===== src/rtl/cplr_pkg.sv =====
package cplr_pkg;

  // Default level format: signed Q8.7 dB in 16 bits.
  localparam int LEVEL_WIDTH_DEF   = 16;
  localparam int FRACTION_BITS_DEF = 7;

  // Loop gain is an unsigned fraction in units of 1/256.
  localparam int GAIN_WIDTH = 8;
  localparam int GAIN_SHIFT = 8;
  localparam logic [GAIN_WIDTH-1:0] GAIN_RESET = GAIN_WIDTH'(51);

  // Reset values of the tolerance and limit registers, and the abort result level, in tenths of a dB or whole dB.
  localparam int CAL_TOL_DB_X10  = 2;
  localparam int TEST_TOL_DB_X10 = 3;
  localparam int RX_LIMIT_DB     = 120;
  localparam int GEN_LIMIT_DB    = 126;
  localparam int ABORT_LEVEL_DB  = -100;

  // Configuration register indexes.
  localparam int CFG_INDEX_WIDTH = 3;
  localparam logic [CFG_INDEX_WIDTH-1:0] CFG_KIND     = 3'd0;
  localparam logic [CFG_INDEX_WIDTH-1:0] CFG_GAIN     = 3'd1;
  localparam logic [CFG_INDEX_WIDTH-1:0] CFG_CAL_TOL  = 3'd2;
  localparam logic [CFG_INDEX_WIDTH-1:0] CFG_TEST_TOL = 3'd3;
  localparam logic [CFG_INDEX_WIDTH-1:0] CFG_RX_LIM   = 3'd4;
  localparam logic [CFG_INDEX_WIDTH-1:0] CFG_GEN_LIM  = 3'd5;

  // Regulation kinds.
  localparam logic KIND_CALIBRATE = 1'b0;
  localparam logic KIND_TEST      = 1'b1;

  // Request modes.
  localparam logic MODE_BEGIN   = 1'b0;
  localparam logic MODE_MEASURE = 1'b1;

  // Result status codes.
  typedef enum logic [1:0] {
    ST_APPLY   = 2'd0,
    ST_SETTLED = 2'd1,
    ST_ABORTED = 2'd2,
    ST_IGNORED = 2'd3
  } status_t;

endpackage


===== src/rtl/clamped_proportional_level_regulator.sv =====
// Clamped proportional level regulator.
//
// Input channel (in_valid/in_ready): a begin request (in_mode 0) loads the
// start drive, target and ceiling; a measurement request (in_mode 1) carries
// the receiver reading. Each request yields exactly one result on the output
// channel (out_valid/out_ready): the drive to apply, or a settled, aborted or
// ignored status.
// Configuration: cfg_we writes cfg_data into the register cfg_index; write
// only while no request is in flight.
// Flow: a request is accepted into the input register, and its result is
// loaded into the result register when the request moves on, which a stalled
// result can hold back. Throughput: one request per cycle unless the result
// stalls; the whole update (one 17x9 multiply, an add and a saturate/clamp)
// runs in a single combinational pass between the two registers.
// Reset: the pipeline empties, the drive, target and ceiling return to zero,
// the block is idle, and the registers take their default values.
// Stall: while out_ready is low the result holds; the input register still
// takes one more request, after which in_ready drops until the result leaves.
module clamped_proportional_level_regulator #(
  parameter int LEVEL_WIDTH   = cplr_pkg::LEVEL_WIDTH_DEF,
  parameter int FRACTION_BITS = cplr_pkg::FRACTION_BITS_DEF
) (
  input  logic                                 clk,
  input  logic                                 rst_n,
  // Input channel.
  input  logic                                 in_valid,
  output logic                                 in_ready,
  input  logic                                 in_mode,
  input  logic signed [LEVEL_WIDTH-1:0]        in_start_level,
  input  logic signed [LEVEL_WIDTH-1:0]        in_target_level,
  input  logic signed [LEVEL_WIDTH-1:0]        in_ceiling_level,
  input  logic signed [LEVEL_WIDTH-1:0]        in_measured_level,
  input  logic                                 in_stop_request,
  // Result channel.
  output logic                                 out_valid,
  input  logic                                 out_ready,
  output logic [1:0]                           out_status,
  output logic signed [LEVEL_WIDTH-1:0]        out_drive_out,
  output logic signed [LEVEL_WIDTH-1:0]        out_result_level,
  output logic                                 out_was_clamped,
  // Configuration port.
  input  logic                                 cfg_we,
  input  logic [cplr_pkg::CFG_INDEX_WIDTH-1:0] cfg_index,
  input  logic [LEVEL_WIDTH-1:0]               cfg_data
);

  localparam int LW = LEVEL_WIDTH;
  localparam int TW = LEVEL_WIDTH - 1;
  localparam int GW = cplr_pkg::GAIN_WIDTH;
  localparam int PW = LW + GW + 2;

  // Level constants in the chosen fixed-point format, saturated to range.
  localparam longint OneDb  = longint'(1) << FRACTION_BITS;
  localparam longint LvlMax = (longint'(1) << (LW - 1)) - 1;
  localparam longint LvlMin = -LvlMax - 1;
  localparam longint RxRaw  = cplr_pkg::RX_LIMIT_DB * OneDb;
  localparam longint GenRaw = cplr_pkg::GEN_LIMIT_DB * OneDb;
  localparam longint AbRaw  = cplr_pkg::ABORT_LEVEL_DB * OneDb;
  localparam logic [TW-1:0] CalTolDef  = TW'((cplr_pkg::CAL_TOL_DB_X10 * OneDb + 5) / 10);
  localparam logic [TW-1:0] TestTolDef = TW'((cplr_pkg::TEST_TOL_DB_X10 * OneDb + 5) / 10);
  localparam logic [LW-1:0] RxLimDef   = LW'((RxRaw > LvlMax) ? LvlMax : RxRaw);
  localparam logic [LW-1:0] GenLimDef  = LW'((GenRaw > LvlMax) ? LvlMax : GenRaw);
  localparam logic [LW-1:0] AbortLevel = LW'((AbRaw < LvlMin) ? LvlMin : AbRaw);
  localparam logic signed [PW-1:0] RoundHalf = PW'(longint'(1) << (cplr_pkg::GAIN_SHIFT - 1));
  localparam logic signed [LW+2:0] SatMax = (LW+3)'(LvlMax);
  localparam logic signed [LW+2:0] SatMin = (LW+3)'(LvlMin);

  // Configuration registers.
  logic                        kind_r;
  logic [GW-1:0]               gain_r;
  logic [TW-1:0]               cal_tol_r;
  logic [TW-1:0]               test_tol_r;
  logic signed [LW-1:0]        rx_lim_r;
  logic signed [LW-1:0]        gen_lim_r;

  // Input register.
  logic                        s1_valid_r;
  logic                        s1_mode_r;
  logic signed [LW-1:0]        s1_start_r;
  logic signed [LW-1:0]        s1_target_r;
  logic signed [LW-1:0]        s1_ceiling_r;
  logic signed [LW-1:0]        s1_meas_r;
  logic                        s1_stop_r;

  // Regulator state.
  logic signed [LW-1:0]        drive_r, drive_nxt;
  logic signed [LW-1:0]        target_r, target_nxt;
  logic signed [LW-1:0]        ceiling_r, ceiling_nxt;
  logic                        clamp_r, clamp_nxt;
  logic                        regulating_r, regulating_nxt;

  // Result register.
  logic                        out_valid_r;
  cplr_pkg::status_t           status_r, status_nxt;
  logic signed [LW-1:0]        res_drive_r, res_drive_nxt;
  logic signed [LW-1:0]        res_level_r, res_level_nxt;
  logic                        res_clamp_r, res_clamp_nxt;

  logic                        advance;
  logic                        test_kind;
  logic signed [LW:0]          err;
  logic [LW:0]                 err_mag;
  logic [TW-1:0]               tol;
  logic                        within_tol;
  logic signed [PW-1:0]        prod;
  logic signed [PW-1:0]        prod_rnd;
  logic signed [LW+1:0]        delta;
  logic signed [LW+2:0]        drive_sum;
  logic signed [LW-1:0]        drive_upd;
  logic                        prod_pos;
  logic                        abort;

  // Handshake: the input register moves on when the result register is free.
  assign advance   = s1_valid_r && (!out_valid_r || out_ready);
  assign in_ready  = !s1_valid_r || advance;
  assign out_valid = out_valid_r;

  assign out_status       = status_r;
  assign out_drive_out    = res_drive_r;
  assign out_result_level = res_level_r;
  assign out_was_clamped  = res_clamp_r;

  assign test_kind = (kind_r == cplr_pkg::KIND_TEST);

  // Error, its magnitude and the tolerance check.
  assign err        = {target_r[LW-1], target_r} - {s1_meas_r[LW-1], s1_meas_r};
  assign err_mag    = err[LW] ? (LW+1)'(0) - err : err;
  assign tol        = test_kind ? test_tol_r : cal_tol_r;
  assign within_tol = (err_mag <= {2'b00, tol});

  // Proportional correction, rounded half up, then added with saturation.
  assign prod      = PW'(err) * PW'($signed({1'b0, gain_r}));
  assign prod_rnd  = prod + RoundHalf;
  assign delta     = (LW+2)'(prod_rnd >>> cplr_pkg::GAIN_SHIFT);
  assign drive_sum = (LW+3)'(drive_r) + (LW+3)'(delta);
  assign drive_upd = (drive_sum > SatMax) ? LW'(SatMax) :
                     (drive_sum < SatMin) ? LW'(SatMin) : LW'(drive_sum);
  assign prod_pos  = (gain_r != '0) && !err[LW] && (err != '0);

  // One regulation step for the request in the input register.
  always_comb begin
    drive_nxt      = drive_r;
    target_nxt     = target_r;
    ceiling_nxt    = ceiling_r;
    clamp_nxt      = clamp_r;
    regulating_nxt = regulating_r;
    status_nxt     = cplr_pkg::ST_APPLY;
    res_drive_nxt  = drive_r;
    res_level_nxt  = '0;
    res_clamp_nxt  = 1'b0;
    abort          = 1'b0;

    if (s1_mode_r == cplr_pkg::MODE_BEGIN) begin
      // Begin: load the new point and check the start drive.
      target_nxt     = s1_target_r;
      ceiling_nxt    = s1_ceiling_r;
      regulating_nxt = 1'b1;
      clamp_nxt      = 1'b0;
      drive_nxt      = s1_start_r;
      if (s1_stop_r) begin
        abort = 1'b1;
      end else if (test_kind) begin
        if (s1_start_r >= s1_ceiling_r) begin
          drive_nxt = s1_ceiling_r;
          clamp_nxt = 1'b1;
        end
      end else if (s1_start_r > gen_lim_r) begin
        abort = 1'b1;
      end
      res_drive_nxt = drive_nxt;
      res_clamp_nxt = clamp_nxt;
    end else if (!regulating_r) begin
      // A measurement with no regulation running is answered and dropped.
      status_nxt = cplr_pkg::ST_IGNORED;
    end else if ((s1_meas_r > rx_lim_r) || s1_stop_r) begin
      abort = 1'b1;
    end else if (within_tol || (test_kind && clamp_r && prod_pos)) begin
      // Settled, either within tolerance or pinned at the ceiling.
      status_nxt     = cplr_pkg::ST_SETTLED;
      regulating_nxt = 1'b0;
      res_level_nxt  = s1_meas_r;
      res_clamp_nxt  = clamp_r;
    end else begin
      // Proportional step, then the kind's limit.
      drive_nxt = drive_upd;
      if (test_kind) begin
        if (drive_upd >= ceiling_r) begin
          drive_nxt = ceiling_r;
          clamp_nxt = 1'b1;
        end else begin
          clamp_nxt = 1'b0;
        end
      end else begin
        clamp_nxt = 1'b0;
        if (drive_upd > gen_lim_r) begin
          abort = 1'b1;
        end
      end
      res_drive_nxt = drive_nxt;
      res_clamp_nxt = clamp_nxt;
    end

    // Abort forces the drive to zero and ends the regulation.
    if (abort) begin
      drive_nxt      = '0;
      clamp_nxt      = 1'b0;
      regulating_nxt = 1'b0;
      status_nxt     = cplr_pkg::ST_ABORTED;
      res_drive_nxt  = '0;
      res_level_nxt  = AbortLevel;
      res_clamp_nxt  = 1'b0;
    end
  end

  // Configuration registers.
  always_ff @(posedge clk) begin
    if (!rst_n) begin
      kind_r     <= cplr_pkg::KIND_TEST;
      gain_r     <= cplr_pkg::GAIN_RESET;
      cal_tol_r  <= CalTolDef;
      test_tol_r <= TestTolDef;
      rx_lim_r   <= RxLimDef;
      gen_lim_r  <= GenLimDef;
    end else if (cfg_we) begin
      unique case (cfg_index)
        cplr_pkg::CFG_KIND:     kind_r     <= cfg_data[0];
        cplr_pkg::CFG_GAIN:     gain_r     <= cfg_data[GW-1:0];
        cplr_pkg::CFG_CAL_TOL:  cal_tol_r  <= cfg_data[TW-1:0];
        cplr_pkg::CFG_TEST_TOL: test_tol_r <= cfg_data[TW-1:0];
        cplr_pkg::CFG_RX_LIM:   rx_lim_r   <= cfg_data;
        cplr_pkg::CFG_GEN_LIM:  gen_lim_r  <= cfg_data;
        default: ;
      endcase
    end
  end

  // Input register control.
  always_ff @(posedge clk) begin
    if (!rst_n) begin
      s1_valid_r <= 1'b0;
    end else if (in_valid && in_ready) begin
      s1_valid_r <= 1'b1;
    end else if (advance) begin
      s1_valid_r <= 1'b0;
    end
  end

  // Input register payload.
  always_ff @(posedge clk) begin
    if (in_valid && in_ready) begin
      s1_mode_r    <= in_mode;
      s1_start_r   <= in_start_level;
      s1_target_r  <= in_target_level;
      s1_ceiling_r <= in_ceiling_level;
      s1_meas_r    <= in_measured_level;
      s1_stop_r    <= in_stop_request;
    end
  end

  // Regulator state and result valid.
  always_ff @(posedge clk) begin
    if (!rst_n) begin
      drive_r      <= '0;
      target_r     <= '0;
      ceiling_r    <= '0;
      clamp_r      <= 1'b0;
      regulating_r <= 1'b0;
      out_valid_r  <= 1'b0;
    end else begin
      if (advance) begin
        drive_r      <= drive_nxt;
        target_r     <= target_nxt;
        ceiling_r    <= ceiling_nxt;
        clamp_r      <= clamp_nxt;
        regulating_r <= regulating_nxt;
        out_valid_r  <= 1'b1;
      end else if (out_ready) begin
        out_valid_r  <= 1'b0;
      end
    end
  end

  // Result payload.
  always_ff @(posedge clk) begin
    if (advance) begin
      status_r    <= status_nxt;
      res_drive_r <= res_drive_nxt;
      res_level_r <= res_level_nxt;
      res_clamp_r <= res_clamp_nxt;
    end
  end

endmodule


===== config.mk =====
export PLATFORM = sky130hd
export DESIGN_NAME = clamped_proportional_level_regulator
export DESIGN_NICKNAME = d
export VERILOG_FILES = /design/src/rtl/cplr_pkg.sv /design/src/rtl/clamped_proportional_level_regulator.sv
export SDC_FILE = /design/constraint.sdc
export NUM_CORES = 1
export LEC_CHECK = 0
export BUFFER_PORTS_ARGS = -buffer_cell sky130_fd_sc_hd__buf_2
export CAP_MARGIN = 20
export CORE_MARGIN = 5
export CORE_UTILIZATION = 25
export CTS_CLUSTER_SIZE = 8
export DETAILED_ROUTE_END_ITERATION = 6
export PLACE_DENSITY = 0.44
export SLEW_MARGIN = 20
export SYNTH_ARGS = -nofsm -noshare
export SYNTH_HDL_FRONTEND = slang
export SYNTH_SLANG_ARGS = --single-unit

===== constraint.sdc =====
create_clock -name clk -period 10.6 [get_ports clk]
set_input_delay 2.12 -clock clk [delete_from_list [all_inputs] [get_ports clk]]
set_output_delay 2.12 -clock clk [all_outputs]
set_load 0.1 [all_outputs]

# Word level (Yosys, flattened, before mapping)
# Cells that the tools add are included.
dict set report op_classes {
  n_addsub 4
  n_mul 1
  magnitude_cmp 8
  n_eq_ne 7
  mux 53
  bitwise_logic 3
  reduce_logical 28
}
# op count
set op_table {}
lappend op_table {{$mux 16} 16}
lappend op_table {{$gt 16x16->1} 3}
lappend op_table {{$mux 1} 33}
lappend op_table {{$ge 16x16->1} 2}
lappend op_table {{$add 26x9->26 const B} 1}
lappend op_table {{$mul 17x9->26} 1}
lappend op_table {{$add 16x18->19} 1}
lappend op_table {{$gt 19x16->1 const B} 1}
lappend op_table {{$lt 19x16->1 const B} 1}
lappend op_table {{$le 17x15->1} 1}
lappend op_table {{$mux 17} 1}
lappend op_table {{$reduce_bool 17->1} 1}
lappend op_table {{$sub 1x17->17 const A} 1}
lappend op_table {{$sub 16x16->17} 1}
lappend op_table {{$mux 15} 1}
lappend op_table {{$reduce_and 2->1} 7}
lappend op_table {{$reduce_bool 8->1} 1}
lappend op_table {{$eq 3x2->1 const B} 2}
lappend op_table {{$eq 3x3->1 const B} 2}
lappend op_table {{$logic_and 1x1->1} 6}
lappend op_table {{$reduce_or 5->1} 1}
lappend op_table {{$logic_or 1x1->1} 4}
lappend op_table {{$mux 2} 2}
lappend op_table {{$reduce_bool 2->1} 2}
lappend op_table {{other kinds (8)} 12}
dict set report word_totals {
  register_bits 224
  output_inout_bits 37
}

# Depth between registers and ports, before layout
# Gate-level depths: netlist (run 1).
dict set report depth {
  word_depth 16
  mapped_depth 51
  depth_no_buf 48
}

# Least setup slack after synthesis (run 1)
# Ideal clock, no wire load.
dict set report synth_timing {
  path_kind {register -> register}
  startpoint {reg s1_meas_r[0]}
  endpoint {reg res_drive_r[11], in the netlist out_drive_out[11], data pin}
  setup_time_ns 0.257
  t_arrival_ns 10.876
  required_ns 10.343
  setup_slack_ns -0.533
  path_stages_with_launch 46
  path_buffers 3
  synth_period_minus_slack_ns 11.133
  path_cell_list {edfxtp_1 -> ha_1 -> fa_1 -> nand2b_1 -> a21oi_1 -> o211a_4 -> o21a_1 -> nor2_1 -> xnor2_1 -> nand2_1 -> fa_1 -> inv_1 -> fa_1 -> fa_1 -> fa_1 -> ha_1 -> ha_1 -> or2_2 -> (+10 left out) -> nor3_1 -> o31ai_1 -> o21ai_1 -> clkbuf_1 -> nand2_1 -> nand2_1 -> ha_1 -> a21o_1 -> a21o_1 -> a21oi_1 -> nor2_1 -> a2111oi_0 -> and4b_1 -> nor2_1 -> o41a_1 -> buf_6 -> buf_4 -> o2111a_1}
}
dict set report synth_between {
  elab_chain_len 15
  elab_cells_between_ends 34
  classes_between {add/sub (4); mul (1); order compare (6); mux (16); reduce/logical (7)}
}
# item line_no
set synth_rtl {}
lappend synth_rtl {{start, declared} clamped_proportional_level_regulator.sv:82} ;# logic signed [LW-1:0] s1_meas_r;
lappend synth_rtl {{start signal, assigned} clamped_proportional_level_regulator.sv:255} ;# s1_meas_r <= in_measured_level;
lappend synth_rtl {{$sub 16x16->17} clamped_proportional_level_regulator.sv:126} ;# assign err = {target_r[LW-1], target_r} - {s1_meas_r[LW-1], s1_meas_r};
lappend synth_rtl {{$mul 17x9->26} clamped_proportional_level_regulator.sv:132} ;# assign prod = PW'(err) * PW'($signed({1'b0, gain_r}));
lappend synth_rtl {{$add 26x9->26} clamped_proportional_level_regulator.sv:133} ;# assign prod_rnd = prod + RoundHalf;
lappend synth_rtl {{$add 16x18->19} clamped_proportional_level_regulator.sv:135} ;# assign drive_sum = (LW+3)'(drive_r) + (LW+3)'(delta);
lappend synth_rtl {{$lt 19x16->1} clamped_proportional_level_regulator.sv:137} ;# (drive_sum < SatMin) ? LW'(SatMin) : LW'(drive_sum);
lappend synth_rtl {{$mux 16} clamped_proportional_level_regulator.sv:137}
lappend synth_rtl {{$mux 16} clamped_proportional_level_regulator.sv:136} ;# assign drive_upd = (drive_sum > SatMax) ? LW'(SatMax) :
lappend synth_rtl {{$ge 16x16->1 or $gt 16x16->1 (tied branches)} {clamped_proportional_level_regulator.sv:187, clamped_proportional_level_regulator.sv:195}}
lappend synth_rtl {{$mux 16 or $mux 1 (tied branches)} {clamped_proportional_level_regulator.sv:187, clamped_proportional_level_regulator.sv:195}}
lappend synth_rtl {{$mux 16 or $mux 1 (tied branches)} clamped_proportional_level_regulator.sv:186} ;# if (test_kind) begin
lappend synth_rtl {{$mux 16 or $mux 1 (tied branches)} clamped_proportional_level_regulator.sv:177} ;# end else if (within_tol || (test_kind && clamp_r && prod_pos)) begin
lappend synth_rtl {{$mux 16 or $mux 1 (tied branches) (2 in a row)} -}
lappend synth_rtl {{$mux 16 or $mux 1 (tied branches)} clamped_proportional_level_regulator.sv:153} ;# if (s1_mode_r == cplr_pkg::MODE_BEGIN) begin
lappend synth_rtl {{$mux 16 (*)} -}
lappend synth_rtl {{net drive_nxt[11]} clamped_proportional_level_regulator.sv:86} ;# logic signed [LW-1:0] drive_r, drive_nxt;
lappend synth_rtl {{end signal, assigned} clamped_proportional_level_regulator.sv:287} ;# res_drive_r <= res_drive_nxt;
lappend synth_rtl {{end, declared} clamped_proportional_level_regulator.sv:95} ;# logic signed [LW-1:0] res_drive_r, res_drive_nxt;
# The timed path passes the listed nets; every way through them passes the cells marked *.
# A chain may end at the register's enable or synchronous reset.

# Final worst setup path (run 1)
dict set report layout_timing {
  startpoint {reg s1_meas_r[4]}
  endpoint {reg drive_r[6]}
}
dict set report layout_between {
  elab_chain_len 15
  elab_cells_between_ends 34
  classes_between {add/sub (4); mul (1); order compare (6); mux (16); reduce/logical (7)}
}
# item line_no
set layout_rtl {}
lappend layout_rtl {{$sub 16x16->17} clamped_proportional_level_regulator.sv:126}
lappend layout_rtl {{$mul 17x9->26} clamped_proportional_level_regulator.sv:132}
lappend layout_rtl {{$add 26x9->26} clamped_proportional_level_regulator.sv:133}
lappend layout_rtl {{$add 16x18->19} clamped_proportional_level_regulator.sv:135}
lappend layout_rtl {{$lt 19x16->1} clamped_proportional_level_regulator.sv:137}
lappend layout_rtl {{$mux 16} clamped_proportional_level_regulator.sv:137}
lappend layout_rtl {{$mux 16} clamped_proportional_level_regulator.sv:136}
lappend layout_rtl {{$ge 16x16->1 or $gt 16x16->1 (tied branches)} {clamped_proportional_level_regulator.sv:187, clamped_proportional_level_regulator.sv:195}}
lappend layout_rtl {{$mux 16 or $mux 1 (tied branches)} {clamped_proportional_level_regulator.sv:187, clamped_proportional_level_regulator.sv:195}}
lappend layout_rtl {{$mux 16 or $mux 1 (tied branches)} clamped_proportional_level_regulator.sv:186}
lappend layout_rtl {{$mux 16 or $mux 1 (tied branches)} -}
lappend layout_rtl {{$mux 16 or $mux 1 (tied branches)} clamped_proportional_level_regulator.sv:175} ;# end else if ((s1_meas_r > rx_lim_r) || s1_stop_r) begin
lappend layout_rtl {{$mux 16 or $mux 1 (tied branches)} clamped_proportional_level_regulator.sv:172} ;# end else if (!regulating_r) begin
lappend layout_rtl {{$mux 16 or $mux 1 (tied branches)} -}
lappend layout_rtl {{$mux 16 (*)} clamped_proportional_level_regulator.sv:204} ;# if (abort) begin
lappend layout_rtl {{end signal, assigned} clamped_proportional_level_regulator.sv:271} ;# drive_r <= drive_nxt;
lappend layout_rtl {{end, declared} clamped_proportional_level_regulator.sv:86}
# Every way passes the cells marked *; elsewhere a longest branch is shown, timed or not.

==> out/qor.yml, run 1 <==
violations: "setup timing"
drcViolationCount: 0
routed_wl_um: 62700
wire_per_inst_um: 19.1
finalHoldViolCount: 0
ys_ff_latch: 224
final_net_count: 2698
slew_violations: 0
avgSynthCellArea_um2: 9.18
drtIter0Drc: 851
grt_pass1_vias: 15800
cts_buffer_depth: 3
finClkSkew_ps: 26.2
synth_edf_count: 101
antenna_left: 0
vias: 15600
grt_max_degree: 72
cpPeakStageDelay_ps: 550
port_buffers: 126
end_kind: "flop"
reg2reg_depth: 43
critPathTopFamily: "compound AO/OA/AOI/OAI gates"
cts_inserted_buffers: 35
tritoncts: "yes"
required_ps: 11030
clk_pin_slew_ps: 50
first_pass_iters: 5
ys_seq_area_frac: 0.303
fin_ws_ps: -333
fmax_mhz: 91.5
path_max_fanout: 11
critPathSlowestCell: "or4_4"
drive_above_1_share: 0.240
rsz0062_at_grt: "yes"
crit_type: "reg2reg"
placementRows: 98
cp.arrival_ps: 11370
min-delay-start: "cal_tol_r[9]"
hold_ws_ps: 460
die_x_um: 280
viasPerCell: 4.76
htree_levels: 2
r2r_setup_slack_ps: -330
ys_warn_count: 0
min_period_ps: 10930
initial_core_util: 0.253
antenna_found_initial: 1
status: "finished, violations left"
synth.top_cells.by_area: "edfxtp_1 17%, dfxtp_1 14%, ha_1 13%"
synth_common_cells: "348 x nand2_1, 195 x ha_1, 192 x inv_1"
synth_area_mm2: 0.0182
worst-path-stages: 43
gp_congestion: 0.858
period_share: 1.03
whs_endpoint: "cal_tol_r[9]"
die_y_um: 280
tightest_slew_ps: 982
cp.buffers_inverters: 5
worst_skew_pair.late_latency_ps: 560
synth_nets: 2373
hold_path_class: "reg2reg"
io_pins: 127
root_buffer: "clkbuf_16"
synth_cells: 1978
grt_pass1_wl_um: 95100
synth.top_cell.area_share: 0.167
hold_path_depth: 2
syn_to_final_growth_pct: 28.6
yosys.area.top_type: "edfxtp_1"
startpoint_type: "flop"
die_area_mm2: 0.0781
maxCapViolCount: 0
r2r_start: "s1_meas_r[4]"
synth.most_common_cell: "nand2_1"
grt_usage: 0.156
numClockSinks: 224
gr-total-overflow: 0
crit_top_cell: "fa_1"
core_area_mm2: 0.0717
synthArstFlopShare: 0
yosysUniqueCellTypes: 85
ys.flop_type: "dfxtp_1"
maxSlewHeadroom: 0.340
r2r-end: "drive_r[6]"
hpwl_um: 49200
setup_viol: 37
cell type report:
cell class | count | area [µm²]
repair buffers | 375 | 2610
inverters | 194 | 728
fillers | 7443 | 48400
diodes | 1 | 2.50
clock buffers | 54 | 947
multi-input cells | 1473 | 12300
flip-flops and latches | 224 | 5500
clock inverters | 6 | 77.6
well taps | 950 | 1190
layout by cell type (no fill, tap or decap), types with 20 or more instances in the layout:
| cell | netlist | routed |
|---|---|---|
| fa_1 | 110 | 109 |
| dfxtp_1 | 123 | 123 |
| a21o_1 | 20 | 20 |
| a21oi_1 | 68 | 54 |
| nand2b_1 | 23 | 21 |
| buf_4 | 1 | 234 |
| clkbuf_16 | 0 | 36 |
| inv_1 | 192 | 191 |
| ha_1 | 195 | 181 |
| nor2b_1 | 33 | 29 |
| o21ai_0 | 45 | 33 |
| o211ai_1 | 39 | 39 |
| nand2_1 | 348 | 333 |
| o21a_1 | 30 | 29 |
| buf_2 | 4 | 125 |
| a21boi_0 | 85 | 84 |
| and2_1 | 67 | 66 |
| xnor2_1 | 47 | 43 |
| nand3_1 | 37 | 35 |
| nor2_1 | 63 | 55 |
| and3_1 | 22 | 21 |
| edfxtp_1 | 101 | 101 |
stage by stage:
| stage | setup TNS [ps] | instance area, µm² | worst slack (ps) | std cells | utilization |
|---|---|---|---|---|---|
| finish | -8300 | 23300 | -333 | 3277 | 0.325 |
| global placement | -9050 | 21400 | -429 | 3184 | 0.298 |
| detailed placement | -13780 | 21400 | -543 | 3184 | 0.298 |
| global route | -26320 | 23300 | -790 | 3276 | 0.325 |
| floorplan | 0 | 18300 | 1.11 | 1978 | - |
| CTS | -6620 | 22700 | -282 | 3261 | 0.317 |
logic make-up after synthesis:
group | synth area share
xor+xnor | 0.0303
fa+ha+maj | 0.256
mux | 0.0136
compound gates | 0.168
buf+inv | 0.0602
simple gates | 0.170
flops | 0.303
worst max path at each step:
| stage | from | endpoint | slack [ps] |
|---|---|---|---|
| floorplan | s1_meas_r[0] | out_drive_out[11] | 1 |
| global placement | s1_meas_r[1] | drive_r[14] | -430 |
| detailed placement | s1_meas_r[1] | drive_r[14] | -540 |
| CTS | s1_meas_r[0] | out_drive_out[13] | -280 |
| global route | s1_meas_r[7] | drive_r[6] | -790 |
| finish | s1_meas_r[4] | drive_r[6] | -330 |
per-layer routing:
metal	wire length, µm	part of all wire	global-route usage	vias up
li1	-	-	-	7479
met1	29400	0.47	0.217	7740
met2	28900	0.46	0.257	319
met3	2830	0.045	0.0224	69
met4	1580	0.025	0.0409	0
met5	0	0	0	-
timing repair:
item                                    4_1_cts  5_1_grt
pin swaps                                    35       42
buffers inserted                             16       15
endpoints found under the hold margin         0        0
gates resized for setup                      52       96
endpoints found under the setup margin       40       41
hold buffers                                  0        0
gates cloned                                  1        2
tightest hold or removal path: stages, from the launching register on:
cell and delay, ps:
dfxtp_1 300, nand2_1 50, a21boi_0 60
Power of run 1 is not shown: default switching activity piles up to over one toggle a cycle in this logic, so the estimate is an artifact.
==> run 2, diff against run 1 <==
Settings changed: ABC_AREA from default to 1, PLACE_DENSITY 0.44 to 0.52.
==> run 2 against run 1 <==
  * The flow now finishes without violations
  * Worst setup slack gained 1000 ps
  * Die area shrank 0.71%
  * Sequential cell count is the same
  * First-iteration DRC count grew 8.3%
  * Non-clock buffer count shrank 215
  * Via count shrank 4.2%
  * Largest cell class unchanged
==> out/qor.yml, run 2 <==
ys.flop_type: "dfxtp_1"  # unchanged
core_area_mm2: 0.0715  # was 0.0717 mm²
maxSlewHeadroom: 0.318  # was 0.340
gp_congestion: 0.861  # was 0.858
yosys.area.top_type: "edfxtp_1"  # unchanged
final_common_cell: "nand2_1"  # unchanged
status: "finished clean"  # was finished, violations left
maxCapViolCount: 0  # unchanged
worst_skew_pair.late_latency_ps: 550  # was 560 ps
die_x_um: 279  # was 280 µm
synthArstFlopShare: 0  # unchanged
cts_buffer_depth: 3  # unchanged
placementRows: 98  # unchanged
synth.most_common_cell: "nand2_1"  # unchanged
synth_nets: 2605  # was 2373
first_pass_iters: 5  # unchanged
path_max_fanout: 12  # was 11
drcViolationCount: 0  # unchanged
io_pins: 127  # unchanged
end_kind: "flop"  # unchanged
synth_edf_count: 101  # unchanged
synth.area.mux_share: 0.00167  # was 0.0136
synth_common_cells: "422 x nand2_1, 338 x inv_1, 195 x ha_1"  # was 348 x nand2_1, 195 x ha_1, 192 x inv_1
hold_path_class: "reg2reg"  # unchanged
synth_cells: 2210  # was 1978
die_y_um: 279  # was 280 µm
avgSynthCellArea_um2: 8.16  # was 9.18 µm²
port_buffers: 126  # unchanged
drive_above_1_share: 0.141  # was 0.240
grt_max_degree: 86  # was 72
startpoint_type: "flop"  # unchanged
fill_cells: 7702  # was 7443
gr-total-overflow: 0  # unchanged
synthXorXnorAreaFrac: 0.0276  # was 0.0303
mostFrequentLayoutCells: "418 x nand2_1, 332 x inv_1, 190 x ha_1, 182 x a21oi_1, 176 x nor2_1"  # was 333 x nand2_1, 234 x buf_4, 191 x inv_1, 181 x ha_1, 125 x buf_2
grt_pass1_wl_um: 83700  # was 95100 µm
required_ps: 11000  # was 11030 ps
synth_top_family_by_area: "adder cells"  # unchanged
grt_pass1_vias: 14800  # was 15.8k
ys_ff_latch: 224  # unchanged
hold_buffers: 0  # unchanged
ys_warn_count: 0  # unchanged
crit_top_cell: "nand2_1"  # was fa_1
initial_core_util: 0.252  # was 0.253
period_share: 0.935  # was 1.03
htree_levels: 2  # unchanged
wire_per_inst_um: 16.3  # was 19.1 µm
die_area_mm2: 0.0776  # was 0.0781 mm²
finClkSkew_ps: 33.7  # was 26.2 ps
fmax_mhz: 101  # was 91.5 MHz
antenna_left: 0  # unchanged
tightest_slew_ps: 1020  # was 982 ps
yosysUniqueCellTypes: 54  # was 85
synth.top_cells.by_area: "edfxtp_1 17%, dfxtp_1 14%, ha_1 14%"  # was edfxtp_1 17%, dfxtp_1 14%, ha_1 13%
critPathSlowestCell: "fa_1"  # was or4_4
routed_wl_um: 53900  # was 62700 µm
antenna_found_initial: 1  # unchanged
numClockSinks: 224  # unchanged
final_net_count: 2738  # was 2698
drtIter0Drc: 922  # was 851
final-instance-count-excl-fill: 3314  # was 3277
diodes: 0  # was 1
synth.top_cell.area_share: 0.168  # was 0.167
synth_area_mm2: 0.0180  # was 0.0182 mm²
critPathTopFamily: "adder cells"  # was compound AO/OA/AOI/OAI gates
cp.buffers_inverters: 8  # was 5
finalHoldViolCount: 0  # unchanged
root_buffer: "clkbuf_16"  # unchanged
ys_seq_area_frac: 0.305  # was 0.303
vias: 15000  # was 15.6k
fin_setup_tns_ps: 0  # was -8300 ps
synth-simple-area-share: 0.192  # was 0.170
hpwl_um: 42300  # was 49200 µm
setup_viol: 0  # was 37
tritoncts: "yes"  # unchanged
min_period_ps: 9910  # was 10930 ps
dp.cells: 3240  # was 3184
slew_violations: 0  # unchanged
cpPeakStageDelay_ps: 540  # was 550 ps
synth_compound_area_frac: 0.125  # was 0.168
synth_fa_ha_area_frac: 0.258  # was 0.256
viasPerCell: 4.51  # was 4.76
syn_to_final_growth_pct: 17.0  # was 28.6%
clk_pin_slew_ps: 50  # about the same
grt_usage: 0.135  # was 0.156
crit_type: "reg2reg"  # unchanged
cp.arrival_ps: 10310  # was 11370 ps
cts_inserted_buffers: 34  # was 35
[run 2: logic make-up after synthesis]
family / Yosys count
adders and majority gates: 305
muxes: 3
and+or+nand+nor: 797
xor gates and xnor gates: 53
AOI/OAI and AO/OA: 404
buffers and inverters: 424
DFF: 224
[run 2: worst paths after layout]
path,start,depth (start not counted),end,slack (ps)
max,s1_meas_r[0],54,out_drive_out[14],690
min,test_tol_r[12],2,test_tol_r[12],450
min reg2reg,test_tol_r[12],2,test_tol_r[12],450
max reg2reg,s1_meas_r[0],54,out_drive_out[14],690
[run 2: area by class of cell]
cell class | instances | area [µm²] | share of cell area
repair buffers | 160 | 948 | 0.0450
inverters | 358 | 1350 | 0.0640
multi-input cells | 1564 | 11100 | 0.527
clock buffers | 54 | 946 | 0.0448
clock inverters | 3 | 41.3 | 0.00196
flip-flops and latches | 224 | 5500 | 0.261
repair inverters | 1 | 5.00 | 0.000237
well taps | 950 | 1190 | 0.0563
[run 2: repair_timing]
action                                 4_1_cts  5_1_grt
setup endpoints to repair                   32       41
endpoints found under the hold margin        0        0
gates cloned                                 0        4
resized for setup                            1       52
pin swaps                                    0       17
setup buffers                                0       12
[run 2: metrics by stage]
stage	area (µm²)	setup WS, ps	utilization	hold WS, ps
4_1_cts	20700	21.7	0.290	451
3_5_place_dp	19700	-87.3	0.276	438
2_1_floorplan	18000	669	-	424
3_3_place_gp	19700	32.3	0.276	434
5_1_grt	21100	-49.1	0.295	470
6_report	21100	685	0.295	451
[run 2: worst register-to-register path, delay by kind of cell (launching register included)]
| family | cells | cell delay (ps) |
|---|---|---|
| AOI/OAI and AO/OA | 8 | 1360 |
| xor gates and xnor gates | 1 | 150 |
| buffers and inverters | 8 | 900 |
| adders and majority gates | 10 | 3990 |
| and+or+nand+nor | 27 | 3000 |
| DFF | 1 | 400 |
[run 2: metal layers]
| metal | track usage | part of all wire |
|---|---|---|
| met5 | 0 | 0 |
| met4 | 0.0407 | 0.032 |
| met3 | 0.0162 | 0.040 |
| met2 | 0.231 | 0.48 |
| met1 | 0.180 | 0.45 |
Power of run 2 is left out for the same reason.
